--- src/rtl/sdue_pkg.sv ---
// Shared types and constants for the SSE diagonal update engine.
// No dependencies.
`default_nettype none
package sdue_pkg;
    localparam int MAX_SITES = 256;
    localparam int MAX_LEN   = 4096;

    localparam logic [1:0] OP_PROCESS = 2'd0;
    localparam logic [1:0] OP_SPIN    = 2'd1;
    localparam logic [1:0] OP_COUNT   = 2'd2;
    localparam logic [1:0] OP_NONE    = 2'd3;

    localparam logic [1:0] REG_LX     = 2'd0;
    localparam logic [1:0] REG_LY     = 2'd1;
    localparam logic [1:0] REG_LEN    = 2'd2;
    localparam logic [1:0] REG_WEIGHT = 2'd3;

    localparam logic [1:0] KIND_NONE   = 2'd0;
    localparam logic [1:0] KIND_INSERT = 2'd1;
    localparam logic [1:0] KIND_REMOVE = 2'd2;
    localparam logic [1:0] KIND_FLIP   = 2'd3;

    typedef struct packed {
        logic [1:0]         op;
        logic [1:0]         kind;
        logic signed [10:0] entry_code;
        logic [8:0]         bond;
        logic [15:0]        random_fraction;
        logic [7:0]         site_index;
        logic               spin_value;
        logic [12:0]        count_value;
    } item_t;
endpackage
`default_nettype wire

--- src/rtl/sdue_ram.sv ---
// Generic single-write, dual-read RAM with registered read data.
// No dependencies.
`default_nettype none
module sdue_ram #(
    parameter int WIDTH = 1,
    parameter int DEPTH = 256
) (
    input  wire logic                     clk,
    input  wire logic                     we,
    input  wire logic [$clog2(DEPTH)-1:0] waddr,
    input  wire logic [WIDTH-1:0]         wdata,
    input  wire logic [$clog2(DEPTH)-1:0] raddr_a,
    input  wire logic [$clog2(DEPTH)-1:0] raddr_b,
    output logic [WIDTH-1:0]              rdata_a,
    output logic [WIDTH-1:0]              rdata_b
);
    logic [WIDTH-1:0] mem [DEPTH];

    always_ff @(posedge clk)
    begin
        if (we)
        begin
            mem[waddr] <= wdata;
        end
        rdata_a <= mem[raddr_a];
        rdata_b <= mem[raddr_b];
    end
endmodule
`default_nettype wire

--- src/rtl/sdue_front.sv ---
// Front end: accepts input words, classifies them, queues them (2 deep).
// Depends on sdue_pkg.
`default_nettype none
module sdue_front (
    input  wire logic              clk,
    input  wire logic              rst_n,
    input  wire logic              in_valid,
    output logic                   in_stall,
    input  wire sdue_pkg::item_t   in_item,
    output logic                   q_valid,
    input  wire logic              q_pop,
    output sdue_pkg::item_t        q_item
);
    sdue_pkg::item_t  slot_reg [2];
    logic [1:0]       cnt_reg, cnt_next;
    logic             rd_reg, wr_reg;
    logic             push;
    sdue_pkg::item_t  cls;

    always_comb
    begin
        cls = in_item;
        cls.kind = sdue_pkg::KIND_NONE;
        if (in_item.op == sdue_pkg::OP_PROCESS)
        begin
            if (in_item.entry_code == -11'sd1)
            begin
                cls.kind = sdue_pkg::KIND_INSERT;
            end
            else if (!in_item.entry_code[10])
            begin
                cls.kind = in_item.entry_code[0] ? sdue_pkg::KIND_FLIP
                                                 : sdue_pkg::KIND_REMOVE;
                cls.bond = in_item.entry_code[9:1];
            end
        end
    end

    assign in_stall = cnt_reg[1];
    assign push     = in_valid && !in_stall;
    assign q_valid  = cnt_reg != 2'd0;
    assign q_item   = slot_reg[rd_reg];

    always_comb
    begin
        cnt_next = cnt_reg + {1'b0, push} - {1'b0, q_pop};
    end

    always_ff @(posedge clk or negedge rst_n)
    begin
        if (!rst_n)
        begin
            cnt_reg <= 2'd0;
            rd_reg  <= 1'b0;
            wr_reg  <= 1'b0;
        end
        else
        begin
            cnt_reg <= cnt_next;
            if (push)
            begin
                wr_reg <= !wr_reg;
            end
            if (q_pop)
            begin
                rd_reg <= !rd_reg;
            end
        end
    end

    always_ff @(posedge clk)
    begin
        if (push)
        begin
            slot_reg[wr_reg] <= cls;
        end
    end
endmodule
`default_nettype wire

--- src/rtl/sdue_back.sv ---
// Back end: bond mapping, spin store, acceptance tests, result register.
// Depends on sdue_pkg and sdue_ram.
`default_nettype none
module sdue_back #(
    parameter int MAX_SITES = sdue_pkg::MAX_SITES,
    parameter int MAX_LEN   = sdue_pkg::MAX_LEN
) (
    input  wire logic            clk,
    input  wire logic            rst_n,
    input  wire logic            q_valid,
    output logic                 q_pop,
    input  wire sdue_pkg::item_t q_item,
    input  wire logic [4:0]      lattice_x,
    input  wire logic [4:0]      lattice_y,
    input  wire logic [12:0]     string_length,
    input  wire logic [23:0]     insert_weight,
    output logic                 out_valid,
    input  wire logic            out_stall,
    output logic signed [10:0]   new_entry_code,
    output logic [12:0]          operator_count
);
    localparam int SW = $clog2(MAX_SITES);

    localparam logic [2:0] ST_IDLE = 3'd0;
    localparam logic [2:0] ST_DIV  = 3'd1;
    localparam logic [2:0] ST_ADDR = 3'd2;
    localparam logic [2:0] ST_READ = 3'd3;
    localparam logic [2:0] ST_MUL  = 3'd4;
    localparam logic [2:0] ST_DEC  = 3'd5;
    localparam logic [2:0] ST_WR2  = 3'd6;
    localparam logic [2:0] ST_OUT  = 3'd7;

    logic [2:0]        st_reg, st_next;
    sdue_pkg::item_t   it_reg;
    logic [12:0]       n_reg;
    logic [4:0]        lx_reg, ly_reg;
    logic [12:0]       m_reg;
    logic [7:0]        quo_reg, rem_reg;
    logic [3:0]        dcnt_reg;
    logic [SW-1:0]     s0_reg, s1_reg;
    logic              bok_reg;
    logic [39:0]       prod_reg;
    logic [39:0]       lhs_reg;
    logic              ins_reg, rem_ok_reg;
    logic signed [10:0] res_code_reg;
    logic signed [10:0] out_code_reg;
    logic [12:0]       out_count_reg;
    logic              ov_reg;

    logic              we;
    logic [SW-1:0]     waddr;
    logic              wdata;
    logic              rd_a, rd_b;

    logic [4:0]  lx_c, ly_c;
    logic [12:0] m_c;
    logic [7:0]  bond_cell;
    logic [8:0]  rem_try;
    logic [9:0]  nb;
    logic [4:0]  x1, y1;
    logic [9:0]  a0, a1;

    always_comb
    begin
        lx_c = (lattice_x < 5'd2) ? 5'd2 : (lattice_x > 5'd16) ? 5'd16 : lattice_x;
        ly_c = (lattice_y < 5'd2) ? 5'd2 : (lattice_y > 5'd16) ? 5'd16 : lattice_y;
        m_c  = (32'(string_length) > MAX_LEN) ? 13'(MAX_LEN) : string_length;
        bond_cell = it_reg.bond[8:1];
        rem_try = {rem_reg, bond_cell[7 - 3'(dcnt_reg[2:0])]};
        nb = 10'(2 * lx_reg * ly_reg);
        x1 = (5'(quo_reg) + 5'd1 == lx_reg) ? 5'd0 : 5'(quo_reg) + 5'd1;
        y1 = (5'(rem_reg) + 5'd1 == ly_reg) ? 5'd0 : 5'(rem_reg) + 5'd1;
        a0 = 10'(rem_reg) * 10'(lx_reg) + 10'(quo_reg);
        a1 = it_reg.bond[0] ? 10'(y1) * 10'(lx_reg) + 10'(quo_reg)
                            : 10'(rem_reg) * 10'(lx_reg) + 10'(x1);
    end

    sdue_ram #(.WIDTH(1), .DEPTH(MAX_SITES)) u_spin (
        .clk     (clk),
        .we      (we),
        .waddr   (waddr),
        .wdata   (wdata),
        .raddr_a (s0_reg),
        .raddr_b (s1_reg),
        .rdata_a (rd_a),
        .rdata_b (rd_b)
    );

    // flips write s0 in DEC and s1 in WR2; spin writes go in DEC
    always_comb
    begin
        we    = 1'b0;
        waddr = s0_reg;
        wdata = !rd_a;
        if (st_reg == ST_DEC)
        begin
            if (it_reg.op == sdue_pkg::OP_SPIN)
            begin
                we    = 1'b1;
                waddr = SW'(it_reg.site_index);
                wdata = it_reg.spin_value;
            end
            else if (it_reg.kind == sdue_pkg::KIND_FLIP && bok_reg && s0_reg != s1_reg)
            begin
                we = 1'b1;
            end
        end
        else if (st_reg == ST_WR2)
        begin
            we    = 1'b1;
            waddr = s1_reg;
            wdata = !rd_b;
        end
    end

    assign q_pop          = (st_reg == ST_IDLE) && q_valid;
    assign out_valid      = ov_reg;
    assign new_entry_code = out_code_reg;
    assign operator_count = out_count_reg;

    always_comb
    begin
        st_next = st_reg;
        case (st_reg)
            ST_IDLE: if (q_valid) st_next = ST_DIV;
            ST_DIV:  if (dcnt_reg == 4'd7) st_next = ST_ADDR;
            ST_ADDR: st_next = ST_READ;
            ST_READ: st_next = ST_MUL;
            ST_MUL:  st_next = ST_DEC;
            ST_DEC:  st_next = (it_reg.kind == sdue_pkg::KIND_FLIP && bok_reg
                                && s0_reg != s1_reg
                                && it_reg.op == sdue_pkg::OP_PROCESS) ? ST_WR2 : ST_OUT;
            ST_WR2:  st_next = ST_OUT;
            ST_OUT:  if (!ov_reg || !out_stall) st_next = ST_IDLE;
            default: st_next = ST_IDLE;
        endcase
    end

    always_ff @(posedge clk or negedge rst_n)
    begin
        if (!rst_n)
        begin
            st_reg   <= ST_IDLE;
            n_reg    <= 13'd0;
            ov_reg   <= 1'b0;
            dcnt_reg <= 4'd0;
        end
        else
        begin
            st_reg <= st_next;
            // output word loads when the previous one is gone or leaving
            if (st_reg == ST_OUT && (!ov_reg || !out_stall))
            begin
                ov_reg <= 1'b1;
            end
            else if (!out_stall)
            begin
                ov_reg <= 1'b0;
            end
            case (st_reg)
                ST_IDLE: dcnt_reg <= 4'd0;
                ST_DIV:  dcnt_reg <= dcnt_reg + 4'd1;
                ST_DEC:
                begin
                    if (it_reg.op == sdue_pkg::OP_COUNT)
                    begin
                        n_reg <= it_reg.count_value;
                    end
                    else if (it_reg.op == sdue_pkg::OP_PROCESS)
                    begin
                        if (it_reg.kind == sdue_pkg::KIND_INSERT && ins_reg && rd_a != rd_b)
                        begin
                            n_reg <= n_reg + 13'd1;
                        end
                        else if (it_reg.kind == sdue_pkg::KIND_REMOVE && rem_ok_reg
                                 && n_reg != 13'd0)
                        begin
                            n_reg <= n_reg - 13'd1;
                        end
                    end
                end
                default: ;
            endcase
        end
    end

    // restoring divide of the bond cell by ly, one bit a cycle, then mapping, acceptance tests and result
    always_ff @(posedge clk)
    begin
        case (st_reg)
            ST_IDLE:
            begin
                it_reg  <= q_item;
                lx_reg  <= lx_c;
                ly_reg  <= ly_c;
                m_reg   <= m_c;
                rem_reg <= 8'd0;
                quo_reg <= 8'd0;
            end
            ST_DIV:
            begin
                if (rem_try >= 9'(ly_reg))
                begin
                    rem_reg <= 8'(rem_try - 9'(ly_reg));
                    quo_reg <= {quo_reg[6:0], 1'b1};
                end
                else
                begin
                    rem_reg <= rem_try[7:0];
                    quo_reg <= {quo_reg[6:0], 1'b0};
                end
            end
            ST_ADDR:
            begin
                s0_reg  <= SW'(a0);
                s1_reg  <= SW'(a1);
                bok_reg <= 10'(it_reg.bond) < nb;
                lhs_reg <= 40'(it_reg.random_fraction) * 40'(m_reg - n_reg);
            end
            ST_READ:
            begin
                prod_reg <= 40'(it_reg.random_fraction) * 40'(insert_weight);
                ins_reg  <= bok_reg && (n_reg < m_reg)
                            && (lhs_reg < {8'd0, insert_weight, 8'd0});
            end
            ST_MUL:
            begin
                rem_ok_reg <= (n_reg <= m_reg)
                              && (prod_reg < (40'(m_reg - n_reg + 13'd1) << 24));
            end
            ST_DEC:
            begin
                res_code_reg <= it_reg.entry_code;
                if (it_reg.op == sdue_pkg::OP_PROCESS)
                begin
                    if (it_reg.kind == sdue_pkg::KIND_INSERT && ins_reg && rd_a != rd_b)
                    begin
                        res_code_reg <= 11'({it_reg.bond, 1'b0});
                    end
                    else if (it_reg.kind == sdue_pkg::KIND_REMOVE && rem_ok_reg)
                    begin
                        res_code_reg <= -11'sd1;
                    end
                end
            end
            ST_OUT:
            begin
                if (!ov_reg || !out_stall)
                begin
                    out_code_reg  <= res_code_reg;
                    out_count_reg <= n_reg;
                end
            end
            default: ;
        endcase
    end
endmodule
`default_nettype wire

--- src/rtl/sse_diagonal_update_engine.sv ---
// SSE diagonal update engine, top level: config registers, front, back.
// Depends on sdue_pkg, sdue_front, sdue_back.
//
// Input channel: in_valid/in_stall carry one word (op and fields); output
// channel: out_valid/out_stall carry new_entry_code and operator_count,
// one result word per input word, in order.
// Config: cfg_valid/cfg_ready with cfg_index (0 lattice_x, 1 lattice_y,
// 2 string_length, 3 insert_weight) and cfg_data; write only when idle.
// The back end takes a new word only once done with the last: bit-serial
// divide of the bond cell by the lattice height, mapping, spin RAM read,
// acceptance compares and, for an off-diagonal entry, the second flip write.
// A two-word queue lets the input side be taken while the back end works.
// Reset clears the operator count and config to defaults; spin RAM holds
// garbage until written. When out_stall is high the result word holds; the
// back end finishes the next word and waits. Input accepts until the queue
// fills.
`default_nettype none
module sse_diagonal_update_engine #(
    parameter int MAX_SITES = sdue_pkg::MAX_SITES,
    parameter int MAX_LEN   = sdue_pkg::MAX_LEN
) (
    input  wire logic              clk,
    input  wire logic              rst_n,
    input  wire logic              in_valid,
    output logic                   in_stall,
    input  wire logic [1:0]        op,
    input  wire logic signed [10:0] entry_code,
    input  wire logic [8:0]        random_bond,
    input  wire logic [15:0]       random_fraction,
    input  wire logic [7:0]        site_index,
    input  wire logic              spin_value,
    input  wire logic [12:0]       count_value,
    output logic                   out_valid,
    input  wire logic              out_stall,
    output logic signed [10:0]     new_entry_code,
    output logic [12:0]            operator_count,
    input  wire logic              cfg_valid,
    output logic                   cfg_ready,
    input  wire logic [1:0]        cfg_index,
    input  wire logic [23:0]       cfg_data
);
    logic [4:0]  lx_reg, ly_reg;
    logic [12:0] len_reg;
    logic [23:0] w_reg;
    sdue_pkg::item_t in_item, q_item;
    logic q_valid, q_pop;

    assign cfg_ready = 1'b1;

    always_ff @(posedge clk or negedge rst_n)
    begin
        if (!rst_n)
        begin
            lx_reg  <= 5'd4;
            ly_reg  <= 5'd4;
            len_reg <= 13'd10;
            w_reg   <= 24'd20480;
        end
        else if (cfg_valid)
        begin
            case (cfg_index)
                sdue_pkg::REG_LX:     lx_reg  <= cfg_data[4:0];
                sdue_pkg::REG_LY:     ly_reg  <= cfg_data[4:0];
                sdue_pkg::REG_LEN:    len_reg <= cfg_data[12:0];
                sdue_pkg::REG_WEIGHT: w_reg   <= cfg_data;
                default: ;
            endcase
        end
    end

    always_comb
    begin
        in_item.op              = op;
        in_item.kind            = sdue_pkg::KIND_NONE;
        in_item.entry_code      = entry_code;
        in_item.bond            = random_bond;
        in_item.random_fraction = random_fraction;
        in_item.site_index      = site_index;
        in_item.spin_value      = spin_value;
        in_item.count_value     = count_value;
    end

    sdue_front u_front (
        .clk      (clk),
        .rst_n    (rst_n),
        .in_valid (in_valid),
        .in_stall (in_stall),
        .in_item  (in_item),
        .q_valid  (q_valid),
        .q_pop    (q_pop),
        .q_item   (q_item)
    );

    sdue_back #(.MAX_SITES(MAX_SITES), .MAX_LEN(MAX_LEN)) u_back (
        .clk            (clk),
        .rst_n          (rst_n),
        .q_valid        (q_valid),
        .q_pop          (q_pop),
        .q_item         (q_item),
        .lattice_x      (lx_reg),
        .lattice_y      (ly_reg),
        .string_length  (len_reg),
        .insert_weight  (w_reg),
        .out_valid      (out_valid),
        .out_stall      (out_stall),
        .new_entry_code (new_entry_code),
        .operator_count (operator_count)
    );
endmodule
`default_nettype wire

--- config.mk ---
export PLATFORM = sky130hd
export DESIGN_NAME = sse_diagonal_update_engine
export DESIGN_NICKNAME = d
export VERILOG_FILES = /design/src/rtl/sdue_pkg.sv /design/src/rtl/sdue_ram.sv /design/src/rtl/sdue_front.sv /design/src/rtl/sdue_back.sv /design/src/rtl/sse_diagonal_update_engine.sv
export SDC_FILE = /design/constraint.sdc
export NUM_CORES = 2
export LEC_CHECK = 0
export ABC_AREA = 1
export BUFFER_PORTS_ARGS = -buffer_cell sky130_fd_sc_hd__buf_2
export CORE_AREA = 2 2 463 281
export DETAILED_ROUTE_END_ITERATION = 6
export DIE_AREA = 0 0 465 283
export GPL_ROUTABILITY_DRIVEN = 0
export PLACE_DENSITY = 0.6
export RECOVER_POWER = 100
export SLEW_MARGIN = 20
export SYNTH_ARGS = -nofsm -noshare
export SYNTH_HDL_FRONTEND = slang
export SYNTH_SLANG_ARGS = --single-unit
export TNS_END_PERCENT = 30
--- constraint.sdc ---
create_clock -name clk -period 24 [get_ports clk]
set_clock_uncertainty 0.05 [all_clocks]
set_input_delay 1.2 -clock clk [delete_from_list [all_inputs] [get_ports clk]]
set_output_delay 1.2 -clock clk [all_outputs]
set_load 0.05 [all_outputs]
==> flow_metrics.env <==
export IMPL_drt_iter0_markers=5628
export IMPL_cp_end_kind="flip-flop"
export IMPL_grt_pass1_wl_um=267000
export IMPL_cp_startpoint="u_back.st_reg[1]"
export IMPL_numPortBuffers=116
export IMPL_drc=2
export IMPL_fmax_mhz=93.8
export IMPL_cts_made_buffers=70
export IMPL_post_cts_buffers=0
export IMPL_rsz0062_at_grt="false"
export IMPL_cpMaxStageDelayCell="clkbuf_1"
export IMPL_synth_ff_latch_count=657
export IMPL_tightest_slew_ns=10.02
export IMPL_r2r_end="u_back.u_spin.mem[61]"
export IMPL_firstDrtPassIters=7
export IMPL_clockBufferDepth=3
export IMPL_antenna_left=0
export IMPL_maxCapViolCount=16
export IMPL_setup_violations=0
export IMPL_yosys_top_cells_count="1,820 x nand2_1, 1,100 x inv_1, 629 x nor2_1"
export IMPL_grt_ovfl_total=0
export IMPL_place_hpwl_um=125000
export IMPL_ys_top_cells_by_area="edfxtp_1 31%, fa_1 21%, nand2_1 12%"
export IMPL_reg2reg_slack_ns=13.34
export IMPL_finalHoldViolations=0
export IMPL_cts_htree_levels=3
export IMPL_synth_most_common_cell="nand2_1"
export IMPL_grt_busiest_layer="met1"
export IMPL_finalCritPeriodShare_pct=44.4
export IMPL_grtUsageMet2_pct=34.6
export IMPL_crit_fanout=256
export IMPL_globalRouteMet1Util_pct=41.7
export IMPL_crit_required_ns=22.95
export IMPL_ys_warn_count=0
export IMPL_status="finished with violations"
export IMPL_regArea_um2=19400
export IMPL_maxSlewHeadroom_pct=-568
export IMPL_avgSynthCellArea_um2=8.50
export IMPL_cts_tree="done"
export IMPL_via_per_inst=5.44
export IMPL_nNetsFinal=7655
export IMPL_clk_latency_ns=0.68
export IMPL_grt_pass1_vias=44500
export IMPL_dieWidth_um=465
export IMPL_dpl_cell_area_um2=59000
export IMPL_yosys_area_top_type="edfxtp_1"
export IMPL_synth_fp_nets=7710
export IMPL_finalSetupTns_ns=0
export IMPL_clk_pin_slew_ns=0.06
export IMPL_gr_usage_all_layers_pct=26.5
export IMPL_fp_coreArea_um2=128000
export IMPL_synthArstFlopShare_pct=11.0
export IMPL_hp_class="reg2reg"
export IMPL_largest_reg_flops=256
export IMPL_start_kind="flip-flop"
export IMPL_synth_top_area_share_pct=30.7
export IMPL_r2r_start="u_back.st_reg[1]"
export IMPL_synth_flop_cell="edfxtp_1"
export IMPL_r2r_cells=7
export IMPL_dieArea_um2=132000
export IMPL_rows=102
export IMPL_grt_antenna_before_repair=11
export IMPL_final_area_um2=61200
export IMPL_cts_hold_fix_buffers=0
export IMPL_wirelength_um=174000
export IMPL_fill_cells=12200
export IMPL_cp_cell_sequence="inv_1, ha_1, nand2_1, o21ai_0, nor2_1, nor2_4, clkbuf_1"
export IMPL_synth_seq_area_share_pct=33.9
export IMPL_clock_sinks=657
export IMPL_root_buffer="clkbuf_16"
export IMPL_yosysUniqueCellTypes=57
export IMPL_wire_per_inst_um=20.6
export IMPL_num_io_pins=118
export IMPL_path_class="reg2reg"
export IMPL_period_needed_ns=10.67
export IMPL_cts_resized=0
export IMPL_postSynthCellCount=6716
export IMPL_multi_input_area_um2=32100
export IMPL_start_util_pct=44.7
export IMPL_syn_area_um2=57100
export IMPL_vias=45900
export IMPL_violations="design-rule violations, max-capacitance violations, max-slew violations"
export IMPL_maxSlewViolCount=925
export IMPL_synth_edf_count=583
export IMPL_max_stage_delay_ns=6.74
export IMPL_endpoint="u_back.u_spin.mem[61]"
export IMPL_gr_usage_met3_pct=9.14
export IMPL_syn_to_final_growth_pct=7.26
export IMPL_fin_util_pct=47.9
export IMPL_drive_gt1_share_pct=4.15
export IMPL_die_h_um=283
export IMPL_grt_max_degree=257
export IMPL_arrival_ns=9.62
-- layout make-up --
| cell class | instances | area share (%) |
|---|---|---|
| Antenna cell | 1 | 0.00409 |
| Clock buffer | 97 | 3.23 |
| Clock inverter | 32 | 0.669 |
| Inverter | 1124 | 6.91 |
| Multi-Input combinational cell | 4622 | 52.5 |
| Sequential cell | 657 | 31.6 |
| Tap cell | 1716 | 3.51 |
| Timing Repair Buffer | 186 | 1.57 |
-- cells in the final DEF, fill, tap and decap left out, types with 11 or more instances in the layout --
cell	count
o21ai_0	163
nand4_1	54
a21o_1	17
nor3_1	16
nor4_1	17
clkinv_2	11
o211ai_1	15
clkbuf_16	72
nor2_2	13
nand3_1	604
ha_1	310
inv_1	1096
nand2_1	1830
xnor2_1	22
clkbuf_1	103
buf_4	54
dfrtp_1	65
nand2_2	18
a31oi_1	26
clkinv_1	13
xor2_1	62
edfxtp_1	583
a21oi_1	159
buf_2	46
inv_2	14
nor2_1	627
fa_1	593
-- worst max-delay path: cells and delay by family, from the launching register on --
| family | cells | cell delay [ns] |
|---|---|---|
| AOI/OAI and AO/OA | 1 | 0.28 |
| adders and majority gates | 1 | 0.20 |
| buffers and inverters | 2 | 6.84 |
| DFF | 1 | 0.40 |
| and+or+nand+nor | 3 | 0.82 |
-- cells by family after synthesis --
family / Yosys count / synth area share [%]
AND/OR/NAND/NOR: 3199 / 23.0
buffers and inverters: 1437 / 9.75
adder cells (fa/ha/maj): 903 / 27.6
flip-flops: 657 / 33.9
AO/OA/AOI/OAI: 434 / 4.36
XOR/XNOR: 84 / 1.29
other: 1 / 0.00657
multiplexers: 1 / 0.0175
-- layer usage --
layer,vias to the layer above,wire (um)
li1,21000,-
met1,22300,81000
met2,2392,66400
met3,239,23200
met4,10,3180
met5,-,184
-- worst min path at each step --
stage                                 start                        end  slack [ns]  depth (start not counted)
floorplan            u_back.res_code_reg[0]   u_back.new_entry_code[0]        0.35                          0
CTS                                   rst_n         u_back.dcnt_reg[3]        0.33                          1
global placement     u_back.res_code_reg[0]   u_back.new_entry_code[0]        0.35                          0
global route        u_back.res_code_reg[10]  u_back.new_entry_code[10]        0.38                          0
finish               u_back.res_code_reg[0]   u_back.new_entry_code[0]        0.37                          0
detailed placement   u_back.res_code_reg[1]   u_back.new_entry_code[1]        0.37                          0
-- per-stage QoR --
stage,worst slack [ns],cells,hold WS [ns]
final,13.34,8435,0.365
after global routing,12.46,8434,0.379
after CTS,15.81,8434,0.331
after detailed placement,15.83,8305,0.369
after global placement,15.96,8305,0.353
after floorplan,15.62,6716,0.350
Power is not shown: default switching activity piles up to over one toggle a cycle in this logic, so the estimate is an artifact.
